[src/sv/hri_pkg.sv]
// package for the halton radical inverse block
// holds widths, microcode op and condition codes, and the control store
package hri_pkg;

  localparam int DEF_INDEX_BITS    = 32;
  localparam int DEF_FRACTION_BITS = 32;
  localparam int BASE_W            = 8;

  localparam logic [BASE_W-1:0] BASE_MIN   = BASE_W'(2);
  localparam logic [BASE_W-1:0] RESET_BASE = BASE_W'(2);

  localparam int PC_W = 3;
  typedef logic [PC_W-1:0] upc_t;
  typedef logic [2:0]      op_t;
  typedef logic [2:0]      cond_t;

  // datapath operations
  localparam op_t OP_NOP     = 3'd0;
  localparam op_t OP_LOAD    = 3'd1;
  localparam op_t OP_DIVINIT = 3'd2;
  localparam op_t OP_DIVSTEP = 3'd3;
  localparam op_t OP_ACC     = 3'd4;
  localparam op_t OP_LSTEP   = 3'd5;
  localparam op_t OP_EMIT    = 3'd6;

  // jump conditions
  localparam cond_t C_NEVER     = 3'd0;
  localparam cond_t C_NO_INPUT  = 3'd1;
  localparam cond_t C_IDX_ZERO  = 3'd2;
  localparam cond_t C_DIV_MORE  = 3'd3;
  localparam cond_t C_FRAC_MORE = 3'd4;
  localparam cond_t C_OUT_BUSY  = 3'd5;

  // control store addresses
  localparam upc_t A_IDLE = 3'd0;
  localparam upc_t A_TEST = 3'd1;
  localparam upc_t A_DIV  = 3'd2;
  localparam upc_t A_ACC  = 3'd3;
  localparam upc_t A_LDIV = 3'd4;
  localparam upc_t A_DONE = 3'd5;

  typedef struct packed {
    op_t   op;
    cond_t cond;
    upc_t  jump;
    upc_t  next;
  } uword_t;

  // control store: next pc is jump when the condition holds, else next
  function automatic uword_t ucode(upc_t pc);
    uword_t w;
    unique case (pc)
      A_IDLE:  w = '{op: OP_LOAD,    cond: C_NO_INPUT,  jump: A_IDLE, next: A_TEST};
      A_TEST:  w = '{op: OP_DIVINIT, cond: C_IDX_ZERO,  jump: A_LDIV, next: A_DIV};
      A_DIV:   w = '{op: OP_DIVSTEP, cond: C_DIV_MORE,  jump: A_DIV,  next: A_ACC};
      A_ACC:   w = '{op: OP_ACC,     cond: C_NEVER,     jump: A_TEST, next: A_TEST};
      A_LDIV:  w = '{op: OP_LSTEP,   cond: C_FRAC_MORE, jump: A_LDIV, next: A_DONE};
      A_DONE:  w = '{op: OP_EMIT,    cond: C_OUT_BUSY,  jump: A_DONE, next: A_IDLE};
      default: w = '{op: OP_NOP,     cond: C_NEVER,     jump: A_IDLE, next: A_IDLE};
    endcase
    return w;
  endfunction

endpackage

[src/sv/halton_radical_inverse.sv]
// halton radical inverse: microcoded sequencer with a digit divider and long division
// depends on hri_pkg
//
// Takes one seq_index word and returns one fraction word equal to
// floor(S * 2^FRACTION_BITS), where S is the index's base-p digits mirrored
// about the radix point; p is radix_base, written through cfg_we/cfg_wdata
// (0 and 1 act as 2). Index zero gives zero. Each base-p digit of the
// index goes through the shared divider at eight quotient bits per cycle,
// then a multiply-accumulate step, and the final fraction comes from a
// one-bit-per-cycle long division.
// One item is in flight at a time; the output register lets the next word be
// accepted while a finished result still waits to be taken.
module halton_radical_inverse import hri_pkg::*; #(
  parameter int INDEX_BITS    = DEF_INDEX_BITS,
  parameter int FRACTION_BITS = DEF_FRACTION_BITS
) (
  input  logic                     clk,
  input  logic                     rst,
  input  logic                     cfg_we,
  input  logic [BASE_W-1:0]        cfg_wdata,
  input  logic                     in_valid,
  output logic                     in_stall,
  input  logic [INDEX_BITS-1:0]    seq_index,
  output logic                     out_valid,
  input  logic                     out_stall,
  output logic [FRACTION_BITS-1:0] fraction
);

  localparam int DIV_CYCLES = (INDEX_BITS + BASE_W - 1) / BASE_W;
  localparam int QUO_W      = DIV_CYCLES * BASE_W;
  localparam int WIDE_W     = INDEX_BITS + BASE_W;
  localparam int CNT_W      = $clog2(FRACTION_BITS);
  localparam logic [CNT_W-1:0] DIV_LAST  = CNT_W'(DIV_CYCLES - 1);
  localparam logic [CNT_W-1:0] FRAC_LAST = CNT_W'(FRACTION_BITS - 1);

  logic [BASE_W-1:0]        radix_base;
  upc_t                     pc;
  upc_t                     pc_next;
  logic [BASE_W-1:0]        p;
  logic [QUO_W-1:0]         quo;
  logic [BASE_W-1:0]        rmd;
  logic [WIDE_W-1:0]        rev;
  logic [WIDE_W-1:0]        scale;
  logic [FRACTION_BITS-1:0] frac;
  logic [CNT_W-1:0]         cnt;

  uword_t uw;
  logic   in_ready;
  logic   in_fire;
  logic   out_free;
  logic   cond_true;

  logic [BASE_W-1:0] div_r;
  logic [QUO_W-1:0]  div_q;
  logic [BASE_W:0]   div_t;

  logic [WIDE_W+BASE_W-1:0] rev_prod;
  logic [WIDE_W+BASE_W-1:0] scale_prod;
  logic [WIDE_W:0]          ld_shl;
  logic [WIDE_W:0]          ld_diff;
  logic                     ld_ge;

  assign uw       = ucode(pc);
  assign in_ready = (uw.op == OP_LOAD) && !rst;
  assign in_stall = !in_ready;
  assign in_fire  = in_valid && in_ready;
  assign out_free = !out_valid || !out_stall;

  always_comb begin
    unique case (uw.cond)
      C_NEVER:     cond_true = 1'b0;
      C_NO_INPUT:  cond_true = !in_fire;
      C_IDX_ZERO:  cond_true = (quo == '0);
      C_DIV_MORE:  cond_true = (cnt != DIV_LAST);
      C_FRAC_MORE: cond_true = (cnt != FRAC_LAST);
      C_OUT_BUSY:  cond_true = !out_free;
      default:     cond_true = 1'b0;
    endcase
    pc_next = cond_true ? uw.jump : uw.next;
  end

  // eight restoring division steps; dividend bits shift out the top,
  // quotient bits shift in at the bottom
  always_comb begin
    div_r = rmd;
    div_q = quo;
    div_t = '0;
    for (int k = 0; k < BASE_W; k++) begin
      div_t = {div_r, div_q[QUO_W-1]};
      div_q = {div_q[QUO_W-2:0], 1'b0};
      if (div_t >= {1'b0, p}) begin
        div_r    = BASE_W'(div_t - {1'b0, p});
        div_q[0] = 1'b1;
      end else begin
        div_r = div_t[BASE_W-1:0];
      end
    end
  end

  assign rev_prod   = rev * p;
  assign scale_prod = scale * p;

  // one bit of rev / scale per cycle
  assign ld_shl  = {rev, 1'b0};
  assign ld_ge   = ld_shl >= {1'b0, scale};
  assign ld_diff = ld_shl - {1'b0, scale};

  always_ff @(posedge clk) begin
    if (rst) begin
      pc         <= A_IDLE;
      out_valid  <= 1'b0;
      radix_base <= RESET_BASE;
    end else begin
      pc <= pc_next;
      if (cfg_we) begin
        radix_base <= cfg_wdata;
      end
      if (uw.op == OP_EMIT && out_free) begin
        out_valid <= 1'b1;
      end else if (out_valid && !out_stall) begin
        out_valid <= 1'b0;
      end
    end
  end

  always_ff @(posedge clk) begin
    unique case (uw.op)
      OP_LOAD: begin
        if (in_fire) begin
          quo   <= QUO_W'(seq_index);
          p     <= (radix_base < BASE_MIN) ? BASE_MIN : radix_base;
          rev   <= '0;
          scale <= WIDE_W'(1);
        end
      end
      OP_DIVINIT: begin
        rmd  <= '0;
        cnt  <= '0;
        frac <= '0;
      end
      OP_DIVSTEP: begin
        quo <= div_q;
        rmd <= div_r;
        cnt <= cnt + 1'b1;
      end
      OP_ACC: begin
        rev   <= rev_prod[WIDE_W-1:0] + WIDE_W'(rmd);
        scale <= scale_prod[WIDE_W-1:0];
      end
      OP_LSTEP: begin
        rev  <= ld_ge ? ld_diff[WIDE_W-1:0] : ld_shl[WIDE_W-1:0];
        frac <= {frac[FRACTION_BITS-2:0], ld_ge};
        cnt  <= cnt + 1'b1;
      end
      OP_EMIT: begin
        if (out_free) begin
          fraction <= frac;
        end
      end
      default: begin
      end
    endcase
  end

endmodule

[config.mk]
export PLATFORM = sky130hd
export DESIGN_NAME = halton_radical_inverse
export DESIGN_NICKNAME = d
export VERILOG_FILES = /design/src/sv/hri_pkg.sv /design/src/sv/halton_radical_inverse.sv
export SDC_FILE = /design/constraint.sdc
export NUM_CORES = 2
export LEC_CHECK = 0
export ABC_AREA = 0
export BUFFER_PORTS_ARGS = -buffer_cell sky130_fd_sc_hd__buf_2
export CAP_MARGIN = 20
export CORE_MARGIN = 2
export CORE_UTILIZATION = 60
export CTS_CLUSTER_DIAMETER = 150
export DETAILED_ROUTE_END_ITERATION = 8
export PLACE_DENSITY = 0.75
export SYNTH_ARGS = -nofsm -noshare
export SYNTH_HDL_FRONTEND = slang
export SYNTH_SLANG_ARGS = --single-unit
[constraint.sdc]
create_clock -name clk -period 23.4 [get_ports clk]
set_clock_uncertainty 0.15 [all_clocks]
set_input_delay 1.17 -clock clk [delete_from_list [all_inputs] [get_ports clk]]
set_output_delay 1.17 -clock clk [all_outputs]
set_load 0.05 [all_outputs]
==> summary.md <==
| Metric | Value |
|---|---|
| Wirelength per Cell | 20.1 µm |
| Cells taking the most area after synthesis | fa_1 27%, edfxtp_1 19%, ha_1 9.4% |
| Final min period | 20.54 ns |
| Max Clk Rate | 48.7 MHz |
| Share of cells above drive strength 1 | 0.0596 |
| Slowest-stage cell, CP | buf_4 |
| Number of global-route vias before repair | 25400 |
| Flops & latches, synth | 209 |
| Ys async rst share | 0 |
| Die area | 53500 µm² |
| Share of the synthesized area in the top cell type | 0.274 |
| Synth top cells by count | 539 x inv_1, 467 x nand2_1, 424 x fa_1, 254 x nor2_1, 233 x ha_1 |
| Area Overhead vs Synth | 6.13% |
| Critical path fanouts, max | 67 |
| Nets | 4126 |
| Netlist cell types | 101 |
| Postcts setup bufs | 0 |
| Total Routed Length | 83000 µm |
| RSZ-0062 raised after global routing | false |
| CORE AREA | 51200 µm² |
| Met3 wire length | 5840 µm |
| Crit Path Category | reg2reg |
| Dpl hpwl | 64000 µm |
| IO Port Bufs | 78 |
| Critical Path RT | 23.56 ns |
| Seq/Total Area, Yosys | 0.199 |
| DRC | 0 |
| Die Span X | 231 µm |
| CTS tree | yes |
| Fin cells | 4123 |
| Clk buf depth | 3 |
| Yosys top cell by area | fa_1 |
| Gate Count Post-Synth | 3404 |
| Post-synth EDFFs | 197 |
| Cell Area, Synth | 31000 µm² |
| CP most frequent cell | o21ai_0 |
| Largest net degree at the start of global routing | 68 |
| Grt ovf | 0 |
| TritonCTS Buffers | 25 |
| Syn avg cell area | 9.11 µm² |
| Final setup viols | 0 |
| Crit path buf inv count | 5 |
| TNS Setup | 0 ns |
| Crit share post-route | 0.878 |
| Final worst setup slack | 2.86 ns |
| Critical Path AT | 20.69 ns |
| FP Rows | 83 |
| Worst hold path class | reg2reg |
| Top sig layer | met5 |
| Ys Warns | 0 |
| CTS sink count | 209 |
| Worst skew pair latency | 0.56 ns |
| Least-Margin Pin Slew | 0.889 ns |
| Initial antenna violation count | 5 |
| Total of max-cap violations | 0 |
| H-tree Lvls | 1 |
| Nature of the critical path endpoint | register |
| IO Pins | 79 |
| CTS root buf | clkbuf_16 |
| First-pass GRT wire length | 135000 µm |
| Syn nets | 4106 |
| Met2 wire len | 38800 µm |
| Clk slew on worst S/H paths | 0.07 ns |
| Wl on met1 | 35900 µm |
| Placed cells | 4075 |
| Initial DRC Count | 1907 |
| Routed vias | 24400 |
| CP top delay family | compound AO/OA/AOI/OAI gates |
| Slowest stage delay, CP | 0.67 ns |
| Top FF cell, synth | edfxtp_1 |
| Cells resized by post-CTS repair | 0 |
| Gr usage total | 0.321 |
| Setup WS pre-CTS | 3.04 ns |
| GPL Wtd Cong | 0.940 |
| Die span in y | 231 µm |
| Outcome | finished, final reports clean |
| Drt first pass iters | 6 |
| CP Launch Type | register |
| Worst slew margin | 0.401 |
| Post-CTS Hold Buffers | 0 |
| Initial Utilization | 0.606 |
| Count of final hold-check violations | 0 |
| Slew Limit Fails | 0 |
| Antenna viol nets, final | 0 |
| Total placed instance area | 32000 µm² |
| Vias per std cell | 5.91 |
| Finished layout cell area | 32900 µm² |
| Most common cell in the netlist | inv_1 |
[cells by family after synthesis]
kind of cell             Yosys count  synth area share
AO/OA/AOI/OAI                    512             0.113
XOR/XNOR                         160            0.0452
adder cells (fa/ha/maj)          657             0.368
buffers and inverters            657            0.0806
flip-flops                       209             0.199
multiplexers                      64            0.0214
AND/OR/NAND/NOR                 1145             0.173
[cell usage in the layout (no fill, tap or decap), types with 41 or more instances in the layout]
| cell | synthesis | layout |
|---|---|---|
| a21o_1 | 74 | 74 |
| a21oi_1 | 119 | 118 |
| and2_1 | 211 | 211 |
| buf_2 | 1 | 78 |
| edfxtp_1 | 197 | 197 |
| fa_1 | 424 | 424 |
| ha_1 | 233 | 233 |
| inv_1 | 539 | 539 |
| mux2i_1 | 51 | 51 |
| nand2_1 | 467 | 465 |
| nand3_1 | 41 | 41 |
| nor2_1 | 254 | 253 |
| o21ai_0 | 97 | 97 |
| xnor2_1 | 99 | 99 |
| xor2_1 | 61 | 61 |
[state kept, by name (all words and copies together), names as in the netlist]
name and count:
quo 32, cnt 5, p 8, pc 3, rmd 8, rev 40, radix_base 8, fraction 32
frac 32, out_valid 1, scale 40
[layer usage]
layer	vias to the layer above	GRT usage
met5	-	0
met4	4	0.0950
met3	156	0.0442
met2	866	0.524
met1	12300	0.447
li1	11100	-
[final cells by class]
cell class / count / area [µm²]
flip-flops and latches: 209 / 6160
inverters: 541 / 2030
clock inverters: 10 / 80.1
clock buffers: 34 / 733
multi-input cells: 2538 / 22400
well taps: 680 / 851
repair buffers: 109 / 656
diodes: 2 / 5.00
fillers: 4217 / 18300
[per-stage QoR]
stage	hold WS (ns)	util
after floorplan	0.250	-
after global placement	0.266	0.626
after detailed placement	0.261	0.626
after CTS	0.275	0.642
after global routing	0.288	0.643
final	0.279	0.643
[path summary, 6_finish.rpt]
kind	start	slack, ns	endpoint	cells past startpoint
worst max register to register	p[7]	2.86	quo[0]	78
worst min-delay path	frac[31]	0.28	fraction[31]	0
worst max-delay path	p[7]	2.86	quo[0]	78
worst min register to register	frac[31]	0.28	fraction[31]	0
Power is not shown: default switching activity piles up to over one toggle a cycle in this logic, so the estimate is an artifact.
